<file path="config.mk">
export PLATFORM = sky130hd
export DESIGN_NAME = i2c_master_register_access_unit
export DESIGN_NICKNAME = d
export VERILOG_FILES = /design/src/rtl/i2cmra_pkg.sv /design/src/rtl/i2cmra_cfg.sv /design/src/rtl/i2cmra_seq.sv /design/src/rtl/i2c_master_register_access_unit.sv
export SDC_FILE = /design/constraint.sdc
export NUM_CORES = 1
export LEC_CHECK = 0
export ABC_AREA = 1
export BUFFER_PORTS_ARGS = -buffer_cell sky130_fd_sc_hd__buf_4
export CAP_MARGIN = 20
export CORE_MARGIN = 10
export CORE_UTILIZATION = 45
export CTS_BUF_LIST = sky130_fd_sc_hd__clkbuf_4 sky130_fd_sc_hd__clkbuf_8 sky130_fd_sc_hd__clkbuf_16
export CTS_CLUSTER_DIAMETER = 200
export CTS_CLUSTER_SIZE = 14
export DETAILED_ROUTE_END_ITERATION = 7
export HOLD_SLACK_MARGIN = 0.15
export PLACE_DENSITY = 0.75
export SKIP_CTS_REPAIR_TIMING = 1
export SYNTH_ARGS = -nofsm -noshare
export SYNTH_HDL_FRONTEND = slang
export SYNTH_SLANG_ARGS = --single-unit
export TNS_END_PERCENT = 100
</file>
<file path="constraint.sdc">
create_clock -name clk_i -period 4.1 [get_ports clk_i]
set_input_delay 0.82 -clock clk_i [delete_from_list [all_inputs] [get_ports clk_i]]
set_output_delay 0.82 -clock clk_i [all_outputs]
set_load 0.02 [all_outputs]
</file>
<file path="src/rtl/i2cmra_pkg.sv">
// shared types and constants of the i2c master register access unit
// no dependencies

package i2cmra_pkg;

  localparam int unsigned PADDR_W = 3;
  localparam int unsigned PDATA_W = 32;

  localparam logic [6:0] DEV_ADDR_RST    = 7'd104;
  localparam logic [7:0] PHASE_TICKS_RST = 8'd1;
  localparam logic [3:0] BITS_PER_BYTE   = 4'd8;

  localparam logic REG_DEV_ADDR    = 1'b0;
  localparam logic REG_PHASE_TICKS = 1'b1;

  localparam logic [1:0] STAT_OK        = 2'd0;
  localparam logic [1:0] STAT_ADDR_NACK = 2'd1;
  localparam logic [1:0] STAT_REG_NACK  = 2'd2;
  localparam logic [1:0] STAT_DATA_NACK = 2'd3;

  typedef enum logic [3:0] {
    PH_IDLE  = 4'd0,
    PH_STA_A = 4'd1,
    PH_STA_B = 4'd2,
    PH_WB_H  = 4'd3,
    PH_WB_L  = 4'd4,
    PH_ACK_L = 4'd5,
    PH_ACK_H = 4'd6,
    PH_RB_L  = 4'd7,
    PH_RB_H  = 4'd8,
    PH_MA_L  = 4'd9,
    PH_MA_H  = 4'd10,
    PH_STO_A = 4'd11,
    PH_STO_B = 4'd12
  } phase_e;

  typedef enum logic [1:0] {
    STG_ADDR_W = 2'd0,
    STG_REG    = 2'd1,
    STG_DATA   = 2'd2,
    STG_ADDR_R = 2'd3
  } stage_e;

  typedef struct packed {
    logic       start_request;
    logic       mode;
    logic [7:0] register_address;
    logic [7:0] write_data;
    logic [7:0] read_length;
    logic       sda_level;
  } in_beat_t;

  typedef struct packed {
    logic       scl_level;
    logic       sda_drive;
    logic       sda_enable;
    logic       busy_res;
    logic       byte_valid;
    logic [7:0] read_byte;
    logic       byte_last;
    logic       done_res;
    logic [1:0] status;
  } out_beat_t;

  typedef struct packed {
    logic [6:0] device_address;
    logic [7:0] phase_ticks;
  } cfg_t;

endpackage

</file>
<file path="src/rtl/i2cmra_cfg.sv">
// apb configuration registers: device address and ticks per phase
// depends on i2cmra_pkg

module i2cmra_cfg (
  input  logic                             clk_i,
  input  logic                             rst_ni,
  input  logic                             psel,
  input  logic                             penable,
  input  logic                             pwrite,
  input  logic [i2cmra_pkg::PADDR_W-1:0]   paddr,
  input  logic [i2cmra_pkg::PDATA_W-1:0]   pwdata,
  output logic [i2cmra_pkg::PDATA_W-1:0]   prdata,
  output logic                             pready,
  output i2cmra_pkg::cfg_t                 cfg_o
);
  import i2cmra_pkg::*;

  logic [6:0] dev_addr_q, dev_addr_d;
  logic [7:0] phase_ticks_q, phase_ticks_d;
  logic       wr_en;
  logic       reg_sel;

  assign pready  = 1'b1;
  assign wr_en   = psel && penable && pwrite;
  assign reg_sel = paddr[2];

  always_comb begin
    dev_addr_d    = dev_addr_q;
    phase_ticks_d = phase_ticks_q;
    if (wr_en) begin
      unique case (reg_sel)
        REG_DEV_ADDR:    dev_addr_d    = pwdata[6:0];
        REG_PHASE_TICKS: phase_ticks_d = pwdata[7:0];
        default:         dev_addr_d    = dev_addr_q;
      endcase
    end
  end

  always_ff @(posedge clk_i or negedge rst_ni) begin
    if (!rst_ni) begin
      dev_addr_q    <= DEV_ADDR_RST;
      phase_ticks_q <= PHASE_TICKS_RST;
    end else begin
      dev_addr_q    <= dev_addr_d;
      phase_ticks_q <= phase_ticks_d;
    end
  end

  always_comb begin
    unique case (reg_sel)
      REG_DEV_ADDR:    prdata = {{(PDATA_W-7){1'b0}}, dev_addr_q};
      REG_PHASE_TICKS: prdata = {{(PDATA_W-8){1'b0}}, phase_ticks_q};
      default:         prdata = '0;
    endcase
  end

  assign cfg_o.device_address = dev_addr_q;
  assign cfg_o.phase_ticks    = phase_ticks_q;

endmodule

</file>
<file path="src/rtl/i2cmra_seq.sv">
// bus sequencer: phase state, bit and byte counters, one tick per beat
// depends on i2cmra_pkg

module i2cmra_seq (
  input  logic                   clk_i,
  input  logic                   rst_ni,
  input  logic                   step_i,
  input  i2cmra_pkg::in_beat_t   beat_i,
  input  i2cmra_pkg::cfg_t       cfg_i,
  output i2cmra_pkg::out_beat_t  res_o,
  output logic                   idle_o
);
  import i2cmra_pkg::*;

  phase_e     phase_q, phase_d, cur;
  stage_e     stage_q, stage_d;
  logic [7:0] tick_q, tick_d;
  logic [3:0] bit_q, bit_d;
  logic [7:0] shift_q, shift_d;
  logic [7:0] left_q, left_d;
  logic [7:0] hreg_q, hreg_d;
  logic [7:0] hdata_q, hdata_d;
  logic       hmode_q, hmode_d;
  logic [1:0] hstat_q, hstat_d;
  logic [7:0] ticks;
  logic       last_tick;
  logic       sda;

  function automatic logic [7:0] load_val(stage_e s, logic [6:0] dev,
                                          logic [7:0] rg, logic [7:0] dt);
    logic [7:0] v;
    unique case (s)
      STG_ADDR_W: v = {dev, 1'b0};
      STG_REG:    v = rg;
      STG_DATA:   v = dt;
      STG_ADDR_R: v = {dev, 1'b1};
      default:    v = {dev, 1'b1};
    endcase
    return v;
  endfunction

  assign ticks  = (cfg_i.phase_ticks == 8'd0) ? 8'd1 : cfg_i.phase_ticks;
  assign sda    = beat_i.sda_level;
  assign idle_o = (phase_q == PH_IDLE);

  always_comb begin
    phase_d = phase_q;
    stage_d = stage_q;
    tick_d  = tick_q;
    bit_d   = bit_q;
    shift_d = shift_q;
    left_d  = left_q;
    hreg_d  = hreg_q;
    hdata_d = hdata_q;
    hmode_d = hmode_q;
    hstat_d = hstat_q;
    cur     = phase_q;
    last_tick = 1'b0;
    res_o = '0;
    res_o.scl_level  = 1'b1;
    res_o.sda_drive  = 1'b1;
    res_o.sda_enable = 1'b1;

    if (phase_q == PH_IDLE && beat_i.start_request) begin
      hmode_d = beat_i.mode;
      hreg_d  = beat_i.register_address;
      hdata_d = beat_i.write_data;
      left_d  = beat_i.read_length;
      hstat_d = STAT_OK;
      stage_d = STG_ADDR_W;
      tick_d  = 8'd0;
      phase_d = PH_STA_A;
    end

    if (phase_d != PH_IDLE) begin
      cur = phase_d;
      res_o.busy_res = 1'b1;
      unique case (cur)
        PH_STA_A: begin
          res_o.scl_level = 1'b1; res_o.sda_drive = 1'b1;
        end
        PH_STA_B: begin
          res_o.scl_level = 1'b1; res_o.sda_drive = 1'b0;
        end
        PH_WB_H: begin
          res_o.scl_level = 1'b1; res_o.sda_drive = shift_d[7];
        end
        PH_WB_L: begin
          res_o.scl_level = 1'b0; res_o.sda_drive = shift_d[7];
        end
        PH_ACK_L, PH_RB_L: begin
          res_o.scl_level = 1'b0; res_o.sda_enable = 1'b0;
        end
        PH_ACK_H, PH_RB_H: begin
          res_o.scl_level = 1'b1; res_o.sda_enable = 1'b0;
        end
        PH_MA_L: begin
          res_o.scl_level = 1'b0; res_o.sda_drive = (left_d == 8'd1);
        end
        PH_MA_H: begin
          res_o.scl_level = 1'b1; res_o.sda_drive = (left_d == 8'd1);
        end
        PH_STO_A: begin
          res_o.scl_level = 1'b0; res_o.sda_drive = 1'b0;
        end
        PH_STO_B: begin
          res_o.scl_level = 1'b1; res_o.sda_drive = 1'b0;
        end
        default: phase_d = PH_IDLE;
      endcase

      // read data bit sampled at the start of scl high
      if (cur == PH_RB_H && tick_d == 8'd0) begin
        shift_d = {shift_d[6:0], sda};
      end

      last_tick = ({1'b0, tick_d} + 9'd1) >= {1'b0, ticks};
      if (phase_d != PH_IDLE && !last_tick) begin
        tick_d = tick_d + 8'd1;
      end else if (phase_d != PH_IDLE) begin
        tick_d = 8'd0;
        unique case (cur)
          PH_STA_A: phase_d = PH_STA_B;
          PH_STA_B: begin
            shift_d = load_val(stage_d, cfg_i.device_address, hreg_d, hdata_d);
            bit_d   = 4'd0;
            phase_d = PH_WB_H;
          end
          PH_WB_H: phase_d = PH_WB_L;
          PH_WB_L: begin
            shift_d = {shift_d[6:0], 1'b0};
            bit_d   = bit_d + 4'd1;
            phase_d = (bit_d >= BITS_PER_BYTE) ? PH_ACK_L : PH_WB_H;
          end
          PH_ACK_L: phase_d = PH_ACK_H;
          PH_ACK_H: begin
            if (sda) begin
              unique case (stage_d)
                STG_ADDR_W: hstat_d = STAT_ADDR_NACK;
                STG_REG:    hstat_d = STAT_REG_NACK;
                default:    hstat_d = STAT_DATA_NACK;
              endcase
              phase_d = PH_STO_A;
            end else begin
              unique case (stage_d)
                STG_ADDR_W: begin
                  stage_d = STG_REG;
                  shift_d = load_val(STG_REG, cfg_i.device_address, hreg_d, hdata_d);
                  bit_d   = 4'd0;
                  phase_d = PH_WB_H;
                end
                STG_REG: begin
                  if (hmode_d) begin
                    stage_d = STG_ADDR_R;
                    phase_d = PH_STA_A;
                  end else begin
                    stage_d = STG_DATA;
                    shift_d = load_val(STG_DATA, cfg_i.device_address, hreg_d, hdata_d);
                    bit_d   = 4'd0;
                    phase_d = PH_WB_H;
                  end
                end
                STG_DATA: phase_d = PH_STO_A;
                default: begin
                  if (left_d == 8'd0) begin
                    phase_d = PH_STO_A;
                  end else begin
                    bit_d   = 4'd0;
                    shift_d = 8'd0;
                    phase_d = PH_RB_L;
                  end
                end
              endcase
            end
          end
          PH_RB_L: phase_d = PH_RB_H;
          PH_RB_H: begin
            bit_d   = bit_d + 4'd1;
            phase_d = (bit_d >= BITS_PER_BYTE) ? PH_MA_L : PH_RB_L;
          end
          PH_MA_L: phase_d = PH_MA_H;
          PH_MA_H: begin
            res_o.byte_valid = 1'b1;
            res_o.read_byte  = shift_d;
            res_o.byte_last  = (left_d == 8'd1);
            left_d = left_d - 8'd1;
            if (left_d == 8'd0) begin
              phase_d = PH_STO_A;
            end else begin
              bit_d   = 4'd0;
              shift_d = 8'd0;
              phase_d = PH_RB_L;
            end
          end
          PH_STO_A: phase_d = PH_STO_B;
          PH_STO_B: begin
            res_o.done_res = 1'b1;
            res_o.status   = hstat_d;
            phase_d = PH_IDLE;
          end
          default: phase_d = PH_IDLE;
        endcase
      end
      if (!res_o.sda_enable) begin
        res_o.sda_drive = 1'b1;
      end
    end
  end

  always_ff @(posedge clk_i or negedge rst_ni) begin
    if (!rst_ni) begin
      phase_q <= PH_IDLE;
      stage_q <= STG_ADDR_W;
      tick_q  <= '0;
      bit_q   <= '0;
      shift_q <= '0;
      left_q  <= '0;
      hreg_q  <= '0;
      hdata_q <= '0;
      hmode_q <= 1'b0;
      hstat_q <= STAT_OK;
    end else if (step_i) begin
      phase_q <= phase_d;
      stage_q <= stage_d;
      tick_q  <= tick_d;
      bit_q   <= bit_d;
      shift_q <= shift_d;
      left_q  <= left_d;
      hreg_q  <= hreg_d;
      hdata_q <= hdata_d;
      hmode_q <= hmode_d;
      hstat_q <= hstat_d;
    end
  end

endmodule

</file>
<file path="src/rtl/i2c_master_register_access_unit.sv">
// top level of the i2c master register access unit: input and result registers
// depends on i2cmra_pkg, i2cmra_cfg, i2cmra_seq
//
// usage: every input beat is one bus tick carrying the sampled sda level and an
// optional start command with its transaction fields; every input beat yields
// exactly one result beat with the scl/sda levels to drive, busy, read byte
// strobe and done/status.
// channels: in_* and out_* use valid/stall; a beat moves when valid is high and
// stall is low. the user sets device address and ticks per phase over the apb
// port (byte addresses 0 and 4) while no transaction is running; not enforced.
// an accepted beat lands in the input register; its result is registered in
// the output register, which drives out_*.
// throughput: one beat per cycle unless the result is stalled; the sequencer
// state updates in the same cycle the result register loads, one tick per beat.
// stall: a stalled result holds in the output register; the input register still
// fills behind it, and in_stall_o rises only when both registers are full.
// reset: state goes idle, both registers empty, device address 104 and one tick
// per phase.

module i2c_master_register_access_unit (
  input  logic                             clk_i,
  input  logic                             rst_ni,
  input  logic                             in_valid_i,
  output logic                             in_stall_o,
  input  i2cmra_pkg::in_beat_t             in_data_i,
  output logic                             out_valid_o,
  input  logic                             out_stall_i,
  output i2cmra_pkg::out_beat_t            out_data_o,
  input  logic                             psel,
  input  logic                             penable,
  input  logic                             pwrite,
  input  logic [i2cmra_pkg::PADDR_W-1:0]   paddr,
  input  logic [i2cmra_pkg::PDATA_W-1:0]   pwdata,
  output logic [i2cmra_pkg::PDATA_W-1:0]   prdata,
  output logic                             pready
);
  import i2cmra_pkg::*;

  in_beat_t  in_q;
  logic      in_vld_q, in_vld_d;
  out_beat_t out_q, res;
  logic      out_vld_q, out_vld_d;
  logic      step;
  logic      in_take;
  logic      seq_idle;
  cfg_t      cfg;

  i2cmra_cfg u_cfg (
    .clk_i   (clk_i),
    .rst_ni  (rst_ni),
    .psel    (psel),
    .penable (penable),
    .pwrite  (pwrite),
    .paddr   (paddr),
    .pwdata  (pwdata),
    .prdata  (prdata),
    .pready  (pready),
    .cfg_o   (cfg)
  );

  i2cmra_seq u_seq (
    .clk_i  (clk_i),
    .rst_ni (rst_ni),
    .step_i (step),
    .beat_i (in_q),
    .cfg_i  (cfg),
    .res_o  (res),
    .idle_o (seq_idle)
  );

  assign step       = in_vld_q && (!out_vld_q || !out_stall_i);
  assign in_stall_o = in_vld_q && !step;
  assign in_take    = in_valid_i && !in_stall_o;

  always_comb begin
    in_vld_d = in_vld_q;
    if (in_take) begin
      in_vld_d = 1'b1;
    end else if (step) begin
      in_vld_d = 1'b0;
    end
    out_vld_d = out_vld_q;
    if (step) begin
      out_vld_d = 1'b1;
    end else if (!out_stall_i) begin
      out_vld_d = 1'b0;
    end
  end

  always_ff @(posedge clk_i or negedge rst_ni) begin
    if (!rst_ni) begin
      in_vld_q  <= 1'b0;
      out_vld_q <= 1'b0;
    end else begin
      in_vld_q  <= in_vld_d;
      out_vld_q <= out_vld_d;
    end
  end

  always_ff @(posedge clk_i) begin
    if (in_take) begin
      in_q <= in_data_i;
    end
    if (step) begin
      out_q <= res;
    end
  end

  assign out_valid_o = out_vld_q;
  assign out_data_o  = out_q;

  // empty input register never stalls the sender
  a_no_stall_when_empty: assert property (@(posedge clk_i) disable iff (!rst_ni)
    !in_vld_q |-> !in_stall_o)
    else $error("input stalled with an empty input register");

  // an idle tick without a start gives a result that is not busy
  a_idle_not_busy: assert property (@(posedge clk_i) disable iff (!rst_ni)
    (step && seq_idle && !in_q.start_request) |=> !out_data_o.busy_res)
    else $error("idle tick reported busy");

  // a received byte comes only mid transaction, never on the done tick
  a_byte_in_txn: assert property (@(posedge clk_i) disable iff (!rst_ni)
    (out_valid_o && out_data_o.byte_valid) |-> (out_data_o.busy_res && !out_data_o.done_res))
    else $error("byte strobe outside a running transaction");

  // a done tick returns the sequencer to idle
  a_done_to_idle: assert property (@(posedge clk_i) disable iff (!rst_ni)
    (step && res.done_res) |=> seq_idle)
    else $error("sequencer not idle after done");

endmodule
</file>
==> run summary <==
The hold violation total from the final report came out at 0. For this run, design rule violations remaining after detail routing come to 0. The shortest clock period the worst path allows after layout came out at 3.84 ns.

STA classifies the critical path startpoint as a flop. The worst hold path belongs to the class flop to flop. TritonCTS built the clock tree. The worst register-to-register path begins at u_seq.phase_q[3]. The placed wire-length estimate after detailed placement is 13.1 mm.

The chip width came out at 146 um. The run finished with clean final reports. The area of combinational cells with multiple inputs came out at 3440 sq um.

Clock-pin slew was measured on the worst setup and hold paths at 0.06 ns. The number of buffers inserted during clock tree synthesis came out at 17. The reg2reg setup slack came out at 0.26 ns.

The endpoint identified for the worst register-to-register timing path is u_seq.left_q[7]. The highest clock rate is 261 MHz. For this configuration, the core starts out at a cell density of 45.4%. For hold timing, the worst endpoint is u_seq.hstat_q[0]. The number of global-route vias before repair is 6022. The final period utilization is 93.5%. For the worst-skew pair, the clock arrives at the later sink with an insertion delay of 0.43 ns.

The cell count after synthesis came out at 958. The worst hold path begins at u_seq.hstat_q[0]. The number of cells traversed by the worst register-to-register path is 24.

From bottom edge to top edge, the die measures 146 um. The cell count after placement came out at 1226. The floorplan row count is 46. Dividing the synthesized area by the synthesized cell count gives 7.48 sq um.

The detailed-route wire length per cell is 14.1 um. Across the run, the number of max-cap violations was 0. The area growth from synthesis to layout is 18.6%. The number of flops mapped to enable cells by yosys came out at 44.

The floorplan step defined a die boundary enclosing 21400 sq um. Counting the fill cells in the layout gives 1494. The area of the placeable core came out at 15800 sq um. The max-slew violation total from the final report came to 0.

The number of warnings printed during yosys synthesis is 0. The cell area power density came out at 679 nW/um^2. The proportion of layout cells with a drive suffix above 1 is 17.4%. The total of flip-flops plus latches after synthesis is 114. The final estimated routing congestion in global placement came out at 0.924. The area share of the largest cell type after synthesis came out at 23.0%. After synthesis, the cell types taking the most area are sky130_fd_sc_hd__dfrtp_1 (23%), sky130_fd_sc_hd__edfxtp_1 (18%), sky130_fd_sc_hd__nand2_1 (15%).

The clock drives 114 sinks. The data required time of the worst path is 4.40 ns. Summed over all cells, the static leakage comes to 4.26 nW. The total number of H-tree levels is 4. The fraction of registers with async set or reset after synthesis came out at 61.4%. The part of the Yosys area used for sequential elements came out at 42.9%. The number of vias in the routed layout came out at 6292.

The clock arrives with 0.0114 ns of skew. Entering global routing, the biggest net connects 71 pins. The aggregate global-route resource usage is 16.6%. The biggest area contributor in the post-synthesis netlist is sky130_fd_sc_hd__dfrtp_1. The residual overflow from global routing came out at 0. The critical path class is flop to flop.

The number of setup violations in the final report is 0. The final antenna diode count is 0. The detail route stage leaves a number of antenna-violating nets equal to 0. At the pin with the least slew margin, the transition time is 1.05 ns. The data arrival time of the worst path is 4.14 ns.

The first-pass iteration count of the detailed router is 5. In the final design database the tool counted 1116 nets. The I/O pin count is 121. The aggregate routed wire length came out at 17.8 mm. The headroom to the max-slew limit is 30.0%. The number of antenna violations at the first check in global routing came out at 0. The area occupied by registers came out at 3080 sq um. The combined area of all synthesized cells is 7170 sq um. The tree is rooted in a sky130_fd_sc_hd__clkbuf_16. The worst hold path was traced through 2 stages. During placement, the flow inserted port buffers numbering 69. The first-pass GRT wire length came out at 29.3 mm. The average vias per placed instance is 5.00. The maximum number of buffers from clock root to sink came out at 2.

The worst-case IR drop observed on VDD is 0.384 mV. After routing, the total negative slack on setup checks comes to 0 ns. The number of violations reported at the end of detailed-routing iteration 0 came out at 531. Across all hold checks on the routed design, the worst slack comes to 0.478 ns. The worst setup path is captured at a flop. The number of library cell types mapped by synthesis is 47. The most instantiated flip-flop cell in the synthesis netlist is sky130_fd_sc_hd__dfrtp_1. The highest fanout seen on the critical path came out at 14. Leaving out filler cells and counting taps, the final layout contains 1258.
## registers in the layout (all words and copies together), names as in the netlist
| name | cells |
|---|---|
| out_valid_o | 1 |
| u_seq.hdata_q | 8 |
| u_seq.left_q | 8 |
| in_vld_q | 1 |
| u_seq.bit_q | 4 |
| u_seq.stage_q | 2 |
| out_data_o | 17 |
| u_seq.hstat_q | 2 |
| u_cfg.dev_addr_q | 7 |
| u_seq.hmode_q | 1 |
| u_seq.shift_q | 8 |
| u_seq.hreg_q | 8 |
| u_seq.phase_q | 4 |
| u_cfg.phase_ticks_q | 8 |
| in_q | 27 |
| u_seq.tick_q | 8 |
## routing by layer
layer	track usage (%)	up-vias	wire (um)
li1	-	3187	-
met2	26.1	192	8110
met1	21.3	2886	8140
met3	4.26	27	1180
met4	7.06	0	336
met5	0	-	0
## layout by cell type (no fill, tap or decap), types with 5 or more instances in the layout
master                      count
sky130_fd_sc_hd__nand2_1      290
sky130_fd_sc_hd__o21ai_2        5
sky130_fd_sc_hd__conb_1        25
sky130_fd_sc_hd__inv_2          5
sky130_fd_sc_hd__o21ai_0       76
sky130_fd_sc_hd__nor2_2        15
sky130_fd_sc_hd__dfrtp_1       66
sky130_fd_sc_hd__nand3_1       45
sky130_fd_sc_hd__nor2_1        67
sky130_fd_sc_hd__a31oi_1        5
sky130_fd_sc_hd__o21ai_1       18
sky130_fd_sc_hd__nor2_4         5
sky130_fd_sc_hd__clkbuf_16     23
sky130_fd_sc_hd__nand2_2       20
sky130_fd_sc_hd__nand4_1        7
sky130_fd_sc_hd__edfxtp_1      44
sky130_fd_sc_hd__nand3b_1       7
sky130_fd_sc_hd__inv_1        114
sky130_fd_sc_hd__buf_4         77
sky130_fd_sc_hd__a21oi_1       51
sky130_fd_sc_hd__ha_1          18
## stage by stage
step                      setup slack, ns  utilization [%]  instance area (sq um)  power (mW)
after floorplan                     0.638                -                   7250        3.53
after global placement              0.304             49.4                   7790        4.04
after detailed placement            0.177             49.4                   7790        4.11
after CTS                           0.156             53.7                   8470        5.76
after global routing             -0.00558             53.9                   8500        6.21
final                               0.265             53.9                   8500        5.78
## how the worst max path moves through the flow
| stage | from | to | slack [ns] |
|---|---|---|---|
| floorplan | u_seq.phase_q[2] | u_seq.left_q[3] | 0.64 |
| global placement | u_seq.phase_q[2] | u_seq.left_q[7] | 0.30 |
| detailed placement | u_seq.phase_q[2] | u_seq.left_q[0] | 0.18 |
| CTS | u_seq.phase_q[2] | u_seq.phase_q[1] | 0.16 |
| global route | u_seq.phase_q[3] | u_seq.phase_q[1] | -0.006 |
| finish | u_seq.phase_q[3] | u_seq.left_q[7] | 0.26 |
## cells by family (layout without fill, tap and decap cells)
| kind of cell | count (synthesis) | after routing | synth area share (%) |
|---|---|---|---|
| adder cells (fa/ha/maj) | 18 | 18 | 3.14 |
| AO/OA/AOI/OAI | 169 | 169 | 12.7 |
| flip-flops | 114 | 114 | 42.9 |
| XOR/XNOR | 6 | 6 | 0.733 |
| buffers and inverters | 171 | 232 | 10.9 |
| other | 2 | 25 | 0.105 |
| AND/OR/NAND/NOR | 478 | 478 | 29.5 |
## synth_stat cells (all sizes together) (3+ instances only)
cell type and count:
a21oi 52, a31oi 5, and2 3, buf 41
clkbuf 7, dfrtp 66, dfstp 4, edfxtp 44
ha 18, inv 121, nand2 313, nand3 51
nand3b 7, nand4 7, nor2 88, nor3 5
o211ai 4, o21ai 99, o22ai 4, xor2 4
## where the power goes
group          internal (mW)  switching (mW)
Sequential              1.47           0.160
Clock                   1.10           0.522
Combinational          0.803            1.72
Total                   3.38            2.40
## critical path: stages (launching register included)
cell                      delay [ns]
sky130_fd_sc_hd__dfrtp_1        0.41
sky130_fd_sc_hd__inv_1          0.12
sky130_fd_sc_hd__ha_1           0.20
sky130_fd_sc_hd__nand2_1        0.17
sky130_fd_sc_hd__inv_4          0.11
sky130_fd_sc_hd__nand2_4        0.08
sky130_fd_sc_hd__inv_1          0.14
sky130_fd_sc_hd__nor2_2         0.16
sky130_fd_sc_hd__ha_1           0.16
sky130_fd_sc_hd__inv_1          0.08
sky130_fd_sc_hd__nor3_4         0.20
sky130_fd_sc_hd__nand3_1        0.11
sky130_fd_sc_hd__xor2_1         0.18
sky130_fd_sc_hd__ha_1           0.30
sky130_fd_sc_hd__nand2_1        0.08
sky130_fd_sc_hd__nor3_1         0.23
sky130_fd_sc_hd__nand3_1        0.10
sky130_fd_sc_hd__nand2_1        0.07
sky130_fd_sc_hd__a21oi_1        0.04
sky130_fd_sc_hd__nand2_2        0.14
sky130_fd_sc_hd__nand2_4        0.12
sky130_fd_sc_hd__nor2_8         0.19
sky130_fd_sc_hd__inv_4          0.12
sky130_fd_sc_hd__a21oi_1        0.13
sky130_fd_sc_hd__o21ai_0        0.09
## layout make-up
cell class	count	area share (%)
Multi-Input combinational cell	696	40.4
Sequential cell	114	36.2
Clock buffer	28	7.36
Timing Repair Buffer	77	6.80
Inverter	123	5.49
Tap cell	216	3.18
Clock inverter	4	0.574
Note: power is estimated with default switching activity, not from simulation.
